[config.mk]
export PLATFORM = sky130hd
export DESIGN_NAME = mecanum_ramp_and_wheel_mix
export DESIGN_NICKNAME = d
export VERILOG_FILES = /design/src/rtl/core/mrwm_pkg.sv /design/src/rtl/core/mrwm_ucode_rom.sv /design/src/rtl/core/mrwm_sequencer.sv /design/src/rtl/core/mrwm_div_lane.sv /design/src/rtl/core/mecanum_ramp_and_wheel_mix.sv
export VERILOG_INCLUDE_DIRS = /design/src /design/src/rtl/core
export SDC_FILE = /design/constraint.sdc
export NUM_CORES = 2
export LEC_CHECK = 0
export BUFFER_PORTS_ARGS = -buffer_cell sky130_fd_sc_hd__buf_4
export CORE_MARGIN = 2
export CORE_UTILIZATION = 60
export CTS_BUF_LIST = sky130_fd_sc_hd__clkbuf_8
export CTS_CLUSTER_SIZE = 20
export DETAILED_ROUTE_END_ITERATION = 10
export MAX_ROUTING_LAYER = met4
export PLACE_DENSITY = 0.84
export SLEW_MARGIN = 0
export SYNTH_ARGS = -nofsm -noshare
export SYNTH_HDL_FRONTEND = slang
export SYNTH_SLANG_ARGS = --single-unit
[constraint.sdc]
create_clock -name clock -period 8.9 [get_ports clock]
set_input_delay 1.78 -clock clock [delete_from_list [all_inputs] [get_ports clock]]
set_output_delay 1.78 -clock clock [all_outputs]
set_load 0.1 [all_outputs]
[src/rtl/core/mecanum_ramp_and_wheel_mix_macros.svh]
// Assertion macros shared by the mecanum wheel mixer RTL.
// Included by the top level; no other dependencies.
`ifndef MECANUM_RAMP_AND_WHEEL_MIX_MACROS_SVH
`define MECANUM_RAMP_AND_WHEEL_MIX_MACROS_SVH

`ifndef SYNTHESIS
// Consequent must hold in the same cycle as the antecedent.
`define MRWM_ASSERT_SAME(label, clk, rst, ante, cons) \
   label: assert property (@(posedge clk) disable iff (rst) (ante) |-> (cons)) \
      else $error("%m: same-cycle check failed");
// Consequent must hold in the cycle after the antecedent.
`define MRWM_ASSERT_NEXT(label, clk, rst, ante, cons) \
   label: assert property (@(posedge clk) disable iff (rst) (ante) |=> (cons)) \
      else $error("%m: next-cycle check failed");
`else
`define MRWM_ASSERT_SAME(label, clk, rst, ante, cons)
`define MRWM_ASSERT_NEXT(label, clk, rst, ante, cons)
`endif

`endif

[src/rtl/core/mrwm_pkg.sv]
// Shared types and constants for the mecanum ramp and wheel mixer.
// No dependencies; used by the sequencer, microcode ROM, divider lane and top level.
package mrwm_pkg;

   localparam int SPEED_W    = 15;  // signed speed commands and wheel targets
   localparam int CFG_W      = 14;  // unsigned configuration values
   localparam int WHEEL_W    = 17;  // full-width signed wheel sums
   localparam int MAG_W      = 16;  // magnitude of a wheel sum
   localparam int DIVIDEND_W = MAG_W + CFG_W;
   localparam int QUOT_W     = CFG_W;
   localparam int NUM_WHEELS = 4;
   localparam int CSR_IDX_W  = 3;

   localparam int PC_W       = 4;
   localparam int CNT_W      = 4;
   localparam logic [CNT_W-1:0] DIV_LAST_CNT = CNT_W'(QUOT_W - 1);

   // Configuration register indexes.
   localparam logic [CSR_IDX_W-1:0] CSR_RAMP_ENABLE = 3'd0;
   localparam logic [CSR_IDX_W-1:0] CSR_LAUNCH_STEP = 3'd1;
   localparam logic [CSR_IDX_W-1:0] CSR_NORMAL_STEP = 3'd2;
   localparam logic [CSR_IDX_W-1:0] CSR_BRAKE_STEP  = 3'd3;
   localparam logic [CSR_IDX_W-1:0] CSR_LAUNCH_THR  = 3'd4;
   localparam logic [CSR_IDX_W-1:0] CSR_WHEEL_LIMIT = 3'd5;

   localparam logic [CFG_W-1:0] WHEEL_LIMIT_RESET = 14'd8000;

   // Wheel order in the result.
   localparam int WHEEL_LF = 0;
   localparam int WHEEL_RF = 1;
   localparam int WHEEL_RB = 2;
   localparam int WHEEL_LB = 3;

   // Program addresses.
   localparam logic [PC_W-1:0] PC_IDLE  = 4'd0;
   localparam logic [PC_W-1:0] PC_CLAMP = 4'd1;
   localparam logic [PC_W-1:0] PC_RAMP  = 4'd2;
   localparam logic [PC_W-1:0] PC_MIX   = 4'd3;
   localparam logic [PC_W-1:0] PC_PEAK  = 4'd4;
   localparam logic [PC_W-1:0] PC_MUL   = 4'd5;
   localparam logic [PC_W-1:0] PC_DIV   = 4'd6;
   localparam logic [PC_W-1:0] PC_FIX   = 4'd7;
   localparam logic [PC_W-1:0] PC_EMIT  = 4'd8;

   typedef enum logic [3:0] {
      OP_NOP   = 4'd0,
      OP_CLAMP = 4'd1,
      OP_RAMP  = 4'd2,
      OP_MIX   = 4'd3,
      OP_PEAK  = 4'd4,
      OP_MUL   = 4'd5,
      OP_DIV   = 4'd6,
      OP_FIX   = 4'd7,
      OP_EMIT  = 4'd8
   } op_type;

   typedef enum logic [1:0] {
      JMP_NEXT      = 2'd0,
      JMP_ALWAYS    = 2'd1,
      JMP_SCALE_OFF = 2'd2,
      JMP_DIV_BUSY  = 2'd3
   } jump_type;

   typedef struct packed {
      op_type           op;
      jump_type         jump;
      logic [PC_W-1:0]  target;
   } ucode_word_type;

   typedef struct packed {
      op_type op;
      logic   fire;   // the current control word executes this cycle
      logic   busy;   // a transaction is in flight
   } seq_ctrl_type;

   typedef struct packed {
      logic req_valid;   // an input transaction is offered
      logic out_blocked;
      logic scale_off;
   } seq_status_type;

endpackage

[src/rtl/core/mrwm_ucode_rom.sv]
// Microcode ROM: one control word per program step.
// Depends on mrwm_pkg.
module mrwm_ucode_rom (
   input  logic [mrwm_pkg::PC_W-1:0] pc,
   output mrwm_pkg::ucode_word_type  word
);
   import mrwm_pkg::*;

   always_comb begin
      unique case (pc)
         PC_IDLE:  word = '{op: OP_NOP,   jump: JMP_NEXT,      target: PC_IDLE};
         PC_CLAMP: word = '{op: OP_CLAMP, jump: JMP_NEXT,      target: PC_IDLE};
         PC_RAMP:  word = '{op: OP_RAMP,  jump: JMP_NEXT,      target: PC_IDLE};
         PC_MIX:   word = '{op: OP_MIX,   jump: JMP_NEXT,      target: PC_IDLE};
         PC_PEAK:  word = '{op: OP_PEAK,  jump: JMP_SCALE_OFF, target: PC_EMIT};
         PC_MUL:   word = '{op: OP_MUL,   jump: JMP_NEXT,      target: PC_IDLE};
         PC_DIV:   word = '{op: OP_DIV,   jump: JMP_DIV_BUSY,  target: PC_DIV};
         PC_FIX:   word = '{op: OP_FIX,   jump: JMP_NEXT,      target: PC_IDLE};
         PC_EMIT:  word = '{op: OP_EMIT,  jump: JMP_ALWAYS,    target: PC_IDLE};
         default:  word = '{op: OP_NOP,   jump: JMP_ALWAYS,    target: PC_IDLE};
      endcase
   end

endmodule

[src/rtl/core/mrwm_sequencer.sv]
// Step counter, jump logic and division loop counter around the microcode ROM.
// Depends on mrwm_pkg and mrwm_ucode_rom.
module mrwm_sequencer (
   input  logic                     clock,
   input  logic                     reset,
   input  mrwm_pkg::seq_status_type status,
   output mrwm_pkg::seq_ctrl_type   ctrl
);
   import mrwm_pkg::*;

   logic [PC_W-1:0]  pc_ff, pc_in;
   logic [CNT_W-1:0] div_cnt_ff, div_cnt_in;
   ucode_word_type   word;
   logic             hold;
   logic             taken;

   mrwm_ucode_rom u_rom (
      .pc   (pc_ff),
      .word (word)
   );

   // The idle step waits for a transaction; stall is low there, so an offered one is taken.
   // The emit step waits for the output register.
   assign hold = ((pc_ff == PC_IDLE) && !status.req_valid) ||
                 ((word.op == OP_EMIT) && status.out_blocked);

   always_comb begin
      unique case (word.jump)
         JMP_NEXT:      taken = 1'b0;
         JMP_ALWAYS:    taken = 1'b1;
         JMP_SCALE_OFF: taken = status.scale_off;
         JMP_DIV_BUSY:  taken = (div_cnt_ff != '0);
         default:       taken = 1'b0;
      endcase
   end

   always_comb begin
      if (hold) begin
         pc_in = pc_ff;
      end else if (taken) begin
         pc_in = word.target;
      end else begin
         pc_in = PC_W'(pc_ff + 1'b1);
      end
   end

   always_comb begin
      div_cnt_in = div_cnt_ff;
      if (word.op == OP_MUL) begin
         div_cnt_in = DIV_LAST_CNT;
      end else if ((word.op == OP_DIV) && (div_cnt_ff != '0)) begin
         div_cnt_in = CNT_W'(div_cnt_ff - 1'b1);
      end
   end

   always_ff @(posedge clock) begin
      if (reset) begin
         pc_ff      <= PC_IDLE;
         div_cnt_ff <= '0;
      end else begin
         pc_ff      <= pc_in;
         div_cnt_ff <= div_cnt_in;
      end
   end

   assign ctrl.op   = word.op;
   assign ctrl.fire = !hold;
   assign ctrl.busy = (pc_ff != PC_IDLE);

endmodule

[src/rtl/core/mrwm_div_lane.sv]
// Restoring divider lane: one quotient bit per step, quotient known to fit QUOT_W bits.
// Depends on mrwm_pkg.
module mrwm_div_lane (
   input  logic                             clock,
   input  logic                             load,
   input  logic                             step,
   input  logic [mrwm_pkg::DIVIDEND_W-1:0]  dividend,
   input  logic [mrwm_pkg::MAG_W-1:0]       divisor,
   output logic [mrwm_pkg::QUOT_W-1:0]      quotient
);
   import mrwm_pkg::*;

   logic [MAG_W-1:0]  rem_ff, rem_in;
   logic [QUOT_W-1:0] low_ff, low_in;
   logic [MAG_W:0]    shifted;
   logic              fits;

   // The quotient is below 2**QUOT_W, so the upper dividend bits start below the divisor.
   assign shifted = {rem_ff, low_ff[QUOT_W-1]};
   assign fits    = (shifted >= {1'b0, divisor});

   always_comb begin
      rem_in = rem_ff;
      low_in = low_ff;
      if (load) begin
         rem_in = dividend[DIVIDEND_W-1:QUOT_W];
         low_in = dividend[QUOT_W-1:0];
      end else if (step) begin
         if (fits) begin
            rem_in = MAG_W'(shifted - {1'b0, divisor});
         end else begin
            rem_in = shifted[MAG_W-1:0];
         end
         low_in = {low_ff[QUOT_W-2:0], fits};
      end
   end

   always_ff @(posedge clock) begin
      rem_ff <= rem_in;
      low_ff <= low_in;
   end

   assign quotient = low_ff;

endmodule

[src/rtl/core/mecanum_ramp_and_wheel_mix.sv]
// With wheel scaling the program steps through clamp, ramp, mix, peak, multiply, divide
// (in the four parallel divider lanes), fix and emit; without it, peak jumps to emit.
// A new transaction is taken only once the microcode program returns to its idle step;
// the emit step waits while the output register holds a stalled result.
// Reset clears the program counter, output valid, ramp state and configuration
// (ramp off, steps and launch threshold zero, wheel speed limit 8000).
// Top level: datapath, configuration registers, output register.
// Depends on mrwm_pkg, mrwm_sequencer, mrwm_div_lane and the macros header.
`include "mecanum_ramp_and_wheel_mix_macros.svh"

module mecanum_ramp_and_wheel_mix (
   input  logic                                  clock,
   input  logic                                  reset,
   input  logic                                  req_valid,
   output logic                                  req_stall,
   input  logic signed [mrwm_pkg::SPEED_W-1:0]   req_cmd_x,
   input  logic signed [mrwm_pkg::SPEED_W-1:0]   req_cmd_y,
   input  logic signed [mrwm_pkg::SPEED_W-1:0]   req_cmd_z,
   input  logic                                  req_halt,
   output logic                                  rsp_valid,
   input  logic                                  rsp_stall,
   output logic signed [mrwm_pkg::SPEED_W-1:0]   rsp_wheel_lf,
   output logic signed [mrwm_pkg::SPEED_W-1:0]   rsp_wheel_rf,
   output logic signed [mrwm_pkg::SPEED_W-1:0]   rsp_wheel_rb,
   output logic signed [mrwm_pkg::SPEED_W-1:0]   rsp_wheel_lb,
   output logic                                  rsp_scaled_down,
   input  logic                                  csr_valid,
   output logic                                  csr_ready,
   input  logic [mrwm_pkg::CSR_IDX_W-1:0]        csr_index,
   input  logic [mrwm_pkg::CFG_W-1:0]            csr_wdata
);
   import mrwm_pkg::*;

   function automatic logic signed [SPEED_W-1:0] clamp_lim(
      input logic signed [SPEED_W-1:0] v,
      input logic [CFG_W-1:0]          lim
   );
      logic signed [SPEED_W:0] pos;
      logic signed [SPEED_W:0] neg;
      pos = $signed({2'b00, lim});
      neg = -pos;
      if ($signed({v[SPEED_W-1], v}) > pos) begin
         return pos[SPEED_W-1:0];
      end else if ($signed({v[SPEED_W-1], v}) < neg) begin
         return neg[SPEED_W-1:0];
      end
      return v;
   endfunction

   function automatic logic [SPEED_W-1:0] mag15(input logic signed [SPEED_W-1:0] v);
      logic signed [SPEED_W-1:0] n;
      n = -v;
      return v[SPEED_W-1] ? n : v;
   endfunction

   function automatic logic signed [SPEED_W-1:0] ramp_axis(
      input logic signed [SPEED_W-1:0] cmd,
      input logic signed [SPEED_W-1:0] last,
      input logic [CFG_W-1:0]          ls,
      input logic [CFG_W-1:0]          ns,
      input logic [CFG_W-1:0]          bs,
      input logic [CFG_W-1:0]          thr
   );
      logic [SPEED_W-1:0]       mc;
      logic [SPEED_W-1:0]       ml;
      logic signed [SPEED_W:0]  diff;
      logic signed [SPEED_W:0]  ndiff;
      logic [SPEED_W:0]         md;
      logic [CFG_W-1:0]         st;
      logic signed [SPEED_W:0]  nxt;
      mc    = mag15(cmd);
      ml    = mag15(last);
      diff  = $signed({cmd[SPEED_W-1], cmd}) - $signed({last[SPEED_W-1], last});
      ndiff = -diff;
      md    = diff[SPEED_W] ? ndiff : diff;
      if (mc > ml) begin
         st = (mc <= {1'b0, thr}) ? ls : ns;
      end else begin
         st = bs;
      end
      if (md >= {2'b00, st}) begin
         if (cmd >= last) begin
            nxt = $signed({last[SPEED_W-1], last}) + $signed({2'b00, st});
         end else begin
            nxt = $signed({last[SPEED_W-1], last}) - $signed({2'b00, st});
         end
         return nxt[SPEED_W-1:0];
      end
      return cmd;
   endfunction

   function automatic logic [MAG_W-1:0] mag17(input logic signed [WHEEL_W-1:0] v);
      logic signed [WHEEL_W-1:0] n;
      n = -v;
      return v[WHEEL_W-1] ? n[MAG_W-1:0] : v[MAG_W-1:0];
   endfunction

   seq_ctrl_type   ctrl;
   seq_status_type status;

   logic req_fire;
   logic rsp_fire;
   logic out_blocked;

   // Configuration registers.
   logic              ramp_en_ff;
   logic [CFG_W-1:0]  launch_step_ff;
   logic [CFG_W-1:0]  normal_step_ff;
   logic [CFG_W-1:0]  brake_step_ff;
   logic [CFG_W-1:0]  launch_thr_ff;
   logic [CFG_W-1:0]  limit_ff;

   // Datapath registers.
   logic signed [SPEED_W-1:0] x_ff, y_ff, z_ff;
   logic signed [SPEED_W-1:0] x_in, y_in, z_in;
   logic                      halt_ff;
   logic signed [SPEED_W-1:0] ramp_x_ff, ramp_y_ff;
   logic signed [SPEED_W-1:0] ramp_x_in, ramp_y_in;
   logic signed [SPEED_W-1:0] next_rx, next_ry;
   logic signed [WHEEL_W-1:0] w_ff [NUM_WHEELS];
   logic signed [WHEEL_W-1:0] w_in [NUM_WHEELS];
   logic signed [WHEEL_W-1:0] vx17, vy17, vz17;
   logic [MAG_W-1:0]          wmag [NUM_WHEELS];
   logic [MAG_W-1:0]          peak01, peak23, peak;
   logic [MAG_W-1:0]          peak_ff, peak_in;
   logic                      scale_hit;
   logic                      scale_ff, scale_in;
   logic [DIVIDEND_W-1:0]     prod [NUM_WHEELS];
   logic [QUOT_W-1:0]         quot [NUM_WHEELS];
   logic                      lane_load, lane_step;

   // Output register.
   logic                      rsp_valid_ff, rsp_valid_in;
   logic signed [SPEED_W-1:0] rsp_w_ff [NUM_WHEELS];
   logic                      rsp_scaled_ff;
   logic                      emit;

   assign req_fire    = req_valid && !req_stall;
   assign rsp_fire    = rsp_valid_ff && !rsp_stall;
   assign out_blocked = rsp_valid_ff && rsp_stall;

   assign status.req_valid   = req_valid;
   assign status.out_blocked = out_blocked;
   assign status.scale_off   = !scale_hit;

   mrwm_sequencer u_seq (
      .clock  (clock),
      .reset  (reset),
      .status (status),
      .ctrl   (ctrl)
   );

   assign req_stall = ctrl.busy;
   assign csr_ready = 1'b1;

   always_ff @(posedge clock) begin
      if (reset) begin
         ramp_en_ff     <= 1'b0;
         launch_step_ff <= '0;
         normal_step_ff <= '0;
         brake_step_ff  <= '0;
         launch_thr_ff  <= '0;
         limit_ff       <= WHEEL_LIMIT_RESET;
      end else if (csr_valid && csr_ready) begin
         unique case (csr_index)
            CSR_RAMP_ENABLE: ramp_en_ff     <= csr_wdata[0];
            CSR_LAUNCH_STEP: launch_step_ff <= csr_wdata;
            CSR_NORMAL_STEP: normal_step_ff <= csr_wdata;
            CSR_BRAKE_STEP:  brake_step_ff  <= csr_wdata;
            CSR_LAUNCH_THR:  launch_thr_ff  <= csr_wdata;
            CSR_WHEEL_LIMIT: limit_ff       <= csr_wdata;
            default: ;
         endcase
      end
   end

   assign next_rx = ramp_axis(x_ff, ramp_x_ff, launch_step_ff, normal_step_ff,
                              brake_step_ff, launch_thr_ff);
   assign next_ry = ramp_axis(y_ff, ramp_y_ff, launch_step_ff, normal_step_ff,
                              brake_step_ff, launch_thr_ff);

   assign vx17 = WHEEL_W'(x_ff);
   assign vy17 = WHEEL_W'(y_ff);
   assign vz17 = WHEEL_W'(z_ff);

   always_comb begin
      for (int i = 0; i < NUM_WHEELS; i++) begin
         wmag[i] = mag17(w_ff[i]);
         prod[i] = DIVIDEND_W'(wmag[i]) * DIVIDEND_W'(limit_ff);
      end
   end

   assign peak01 = (wmag[WHEEL_LF] > wmag[WHEEL_RF]) ? wmag[WHEEL_LF] : wmag[WHEEL_RF];
   assign peak23 = (wmag[WHEEL_RB] > wmag[WHEEL_LB]) ? wmag[WHEEL_RB] : wmag[WHEEL_LB];
   assign peak   = (peak01 > peak23) ? peak01 : peak23;

   // Scaling is never applied when every wheel is zero.
   assign scale_hit = (peak != '0) && (peak >= {2'b00, limit_ff});

   // Velocity registers hold the command, then its clamped value, then the velocity.
   always_comb begin
      x_in      = x_ff;
      y_in      = y_ff;
      z_in      = z_ff;
      ramp_x_in = ramp_x_ff;
      ramp_y_in = ramp_y_ff;
      peak_in   = peak_ff;
      scale_in  = scale_ff;
      emit      = 1'b0;
      for (int i = 0; i < NUM_WHEELS; i++) begin
         w_in[i] = w_ff[i];
      end
      if (req_fire) begin
         x_in = req_cmd_x;
         y_in = req_cmd_y;
         z_in = req_cmd_z;
      end else if (ctrl.fire) begin
         unique case (ctrl.op)
            OP_CLAMP: begin
               x_in = clamp_lim(x_ff, limit_ff);
               y_in = clamp_lim(y_ff, limit_ff);
               z_in = clamp_lim(z_ff, limit_ff);
            end
            OP_RAMP: begin
               if (halt_ff) begin
                  x_in = '0;
                  y_in = '0;
                  z_in = '0;
               end else if (ramp_en_ff) begin
                  x_in      = next_rx;
                  y_in      = next_ry;
                  ramp_x_in = next_rx;
                  ramp_y_in = next_ry;
               end
            end
            OP_MIX: begin
               w_in[WHEEL_LF] = vx17 + vy17 + vz17;
               w_in[WHEEL_RF] = vx17 - vy17 + vz17;
               w_in[WHEEL_RB] = -vx17 - vy17 + vz17;
               w_in[WHEEL_LB] = -vx17 + vy17 + vz17;
            end
            OP_PEAK: begin
               peak_in  = peak;
               scale_in = scale_hit;
            end
            OP_FIX: begin
               for (int i = 0; i < NUM_WHEELS; i++) begin
                  w_in[i] = w_ff[i][WHEEL_W-1] ? -WHEEL_W'(quot[i]) : WHEEL_W'(quot[i]);
               end
            end
            OP_EMIT: emit = 1'b1;
            OP_NOP, OP_MUL, OP_DIV: ;
            default: ;
         endcase
      end
   end

   assign lane_load = ctrl.fire && (ctrl.op == OP_MUL);
   assign lane_step = ctrl.fire && (ctrl.op == OP_DIV);

   for (genvar g = 0; g < NUM_WHEELS; g++) begin : g_lane
      mrwm_div_lane u_div (
         .clock    (clock),
         .load     (lane_load),
         .step     (lane_step),
         .dividend (prod[g]),
         .divisor  (peak_ff),
         .quotient (quot[g])
      );
   end

   always_ff @(posedge clock) begin
      x_ff    <= x_in;
      y_ff    <= y_in;
      z_ff    <= z_in;
      peak_ff <= peak_in;
      if (req_fire) begin
         halt_ff <= req_halt;
      end
      for (int i = 0; i < NUM_WHEELS; i++) begin
         w_ff[i] <= w_in[i];
      end
      if (emit) begin
         for (int i = 0; i < NUM_WHEELS; i++) begin
            rsp_w_ff[i] <= w_ff[i][SPEED_W-1:0];
         end
         rsp_scaled_ff <= scale_ff;
      end
   end

   always_ff @(posedge clock) begin
      if (reset) begin
         ramp_x_ff    <= '0;
         ramp_y_ff    <= '0;
         scale_ff     <= 1'b0;
         rsp_valid_ff <= 1'b0;
      end else begin
         ramp_x_ff    <= ramp_x_in;
         ramp_y_ff    <= ramp_y_in;
         scale_ff     <= scale_in;
         rsp_valid_ff <= rsp_valid_in;
      end
   end

   always_comb begin
      if (emit) begin
         rsp_valid_in = 1'b1;
      end else if (rsp_fire) begin
         rsp_valid_in = 1'b0;
      end else begin
         rsp_valid_in = rsp_valid_ff;
      end
   end

   assign rsp_valid       = rsp_valid_ff;
   assign rsp_wheel_lf    = rsp_w_ff[WHEEL_LF];
   assign rsp_wheel_rf    = rsp_w_ff[WHEEL_RF];
   assign rsp_wheel_rb    = rsp_w_ff[WHEEL_RB];
   assign rsp_wheel_lb    = rsp_w_ff[WHEEL_LB];
   assign rsp_scaled_down = rsp_scaled_ff;

   // An accepted transaction keeps the program busy in the following cycle.
   `MRWM_ASSERT_NEXT(a_busy_after_accept, clock, reset, req_fire, req_stall)
   // The divider lanes only run when scaling was chosen at the peak step.
   `MRWM_ASSERT_SAME(a_div_needs_scale, clock, reset, lane_step, scale_ff)
   // With the ramp off, the ramp state does not move.
   `MRWM_ASSERT_NEXT(a_ramp_held, clock, reset, !ramp_en_ff,
                     $stable(ramp_x_ff) && $stable(ramp_y_ff))

endmodule

==> metrics.csv <==
metric,value,unit
status,"finished, final reports clean",
fin_crit,8.82,ns
synth_area,67200,um2
drc,0,
fmax,113,MHz
cts_made_buffers,84,
crit_buf_inv,2,
place.gp.congestion,1.11,
crit_start,x_ff[1],
finalSetupViolations,0,
synth.avg_cell_area,8.59,um2
worstSetupEndpoint,x_ff[14],
initial_utilization,0.606,
grt_pass1_wl,353,mm
die_x,339,um
clkSinkCount,430,
slew_violations,0,
cp_slowest_cell,edfxtp_1,
slew_headroom,0.122,
cp_slowest_stage_delay,0.61,ns
synth-async-reset-ratio,0,
dieArea,115000,um2
crit_fanout,14,
antenna_found_initial,10,
cts_tree,built,
r2r_slack,0.08,ns
final.setup_skew,0.0810,ns
wl,235,mm
clockBufferDepth,3,
port_buffers,130,
hold_class,register to register,
tightest_slew,1.31,ns
syn_to_final_growth,8.02,%
yosysTopAreaCellShare,0.218,
reg2reg_to,x_ff[14],
worstSetupStartpointType,register,
drt_iter0_markers,8044,
ant_nets,0,
vias,61000,
dp_hpwl,182,mm
r2r_cells,30,
yosysSeqAreaShare,0.175,
path_clk_slew,0.06,ns
ys_ff_latch,430,
rsz0062_at_grt,true,
tns,0,ns
synth_edf_count,311,
grtUsageTotal,0.415,
max-cap-violations,0,
root_buffer,clkbuf_8,
synth_top_flop_cell,edfxtp_1,
layout_setup_ws,0.0773,ns
cts.hold.buffers_added,0,
synth.largest_area_cell,fa_1,
grt_max_degree,121,
hold_violations,0,
crit_family,simple AND/OR/NAND/NOR gates,
criticalPathCategory,register to register,
core_area,111000,um2
yosys_warnings,0,
die_h,339,um
synth_common_cells,"inv_1 (1078), nand2_1 (1058), ha_1 (819)",
final_nets,9544,
vias_per_cell,6.42,
syn_inst,7817,
synth.most_common_cell,inv_1,
r2r-start,x_ff[1],
fin_crit_sh,0.991,
synth_nets,9435,
critical_path_arrival,9.34,ns
crit_path_end_kind,register,
rows,122,
crit_cells,30,
drive_gt1_frac,0.0777,
ios,132,
holdWs,0.456,ns
required,9.42,ns
place_ws,0.153,ns
synth_cell_types,85,
grt_overflow_total,0,
clk_latency,0.81,ns
crit_path_frequent_cell,or3_1,
h-tree-depth,3,
first_global_vias,60200,
routedWlPerCell,24.8,um
first_pass_iters,7,
yosys-top-cells-area,"fa_1 (22%), ha_1 (15%), edfxtp_1 (14%)",
[kinds of logic after synthesis]
family,after synthesis,synth area share
AND/OR/NAND/NOR,2400,0.161
adder cells (fa/ha/maj),1550,0.370
AO/OA/AOI/OAI,1448,0.137
buffers and inverters,1418,0.0795
XOR/XNOR,471,0.0618
flip-flops,430,0.175
multiplexers,99,0.0154
other,1,0.0000558
[worst register-to-register path: cells and delay by family (launching register included)]
kind            cells  cell delay [ns]
compound gates     11             2.58
xor+xnor            3             0.44
fa+ha+maj           2             0.67
simple gates       10             2.72
buf+inv             2             0.64
flops               1             0.61
mux                 2             0.87
[worst min-delay path by stage]
stage | end | slack [ns] | start | depth (start not counted)
after CTS | launch_thr_ff[12] | 0.45 | launch_thr_ff[12] | 2
final | launch_thr_ff[12] | 0.46 | launch_thr_ff[12] | 2
after detailed placement | launch_thr_ff[12] | 0.45 | launch_thr_ff[12] | 2
after global placement | launch_thr_ff[12] | 0.44 | launch_thr_ff[12] | 2
after floorplan | rsp_scaled_down | 0.41 | scale_ff | 0
after global routing | launch_thr_ff[12] | 0.47 | launch_thr_ff[12] | 2
[layout by cell type, fill, tap and decap left out, types with 100 or more instances in the layout]
cell / netlist / layout
fa_1: 731 / 731
a21o_1: 100 / 100
o21ai_0: 343 / 339
and2_1: 141 / 141
nand2_1: 1058 / 1057
dfxtp_1: 119 / 106
a21oi_1: 401 / 396
inv_1: 1078 / 1089
xnor2_1: 336 / 332
ha_1: 819 / 819
a211oi_1: 100 / 100
edfxtp_1: 311 / 311
nor2_1: 586 / 584
xor2_1: 133 / 133
buf_4: 4 / 344
[registers in the layout, indices dropped and copies added (netlist names), 15 cells and up]
| name | count |
|---|---|
| x_ff | 15 |
| w_ff | 68 |
| y_ff | 15 |
| peak_ff | 16 |
| rsp_w_ff | 60 |
| g_lane.u_div.rem_ff | 64 |
| g_lane.u_div.quotient | 56 |
| ramp_y_ff | 15 |
| z_ff | 15 |
| ramp_x_ff | 15 |
[layout make-up]
class,count,area (um2)
Multi-Input combinational cell,5969,50300
Fill cell,8939,38300
Sequential cell,430,11700
Inverter,1092,4110
Timing Repair Buffer,349,2670
Tap cell,1488,1860
Clock buffer,92,1270
Clock inverter,62,579
Antenna cell,11,27.5
[layer usage]
layer,up-vias,track usage,wire [um]
met4,0,0.241,16800
met3,1105,0.135,35300
met1,29200,0.520,85600
met2,4306,0.586,97300
li1,26300,-,-
met5,-,-,0
[per-stage QoR]
stage	cell area, um2	cells	utilization
2_1_floorplan	67200	7817	-
3_3_place_gp	70500	9324	0.637
3_5_place_dp	70500	9324	0.637
4_1_cts	72400	9478	0.653
5_1_grt	72500	9488	0.655
6_report	72500	9493	0.655
[timing repair]
action / 4_1_cts / 5_1_grt
setup buffers: 0 / 4
endpoints found under the setup margin: 0 / 24
resized for setup: 0 / 25
Power is not shown: default switching activity piles up to over one toggle a cycle in this logic, so the estimate is an artifact.
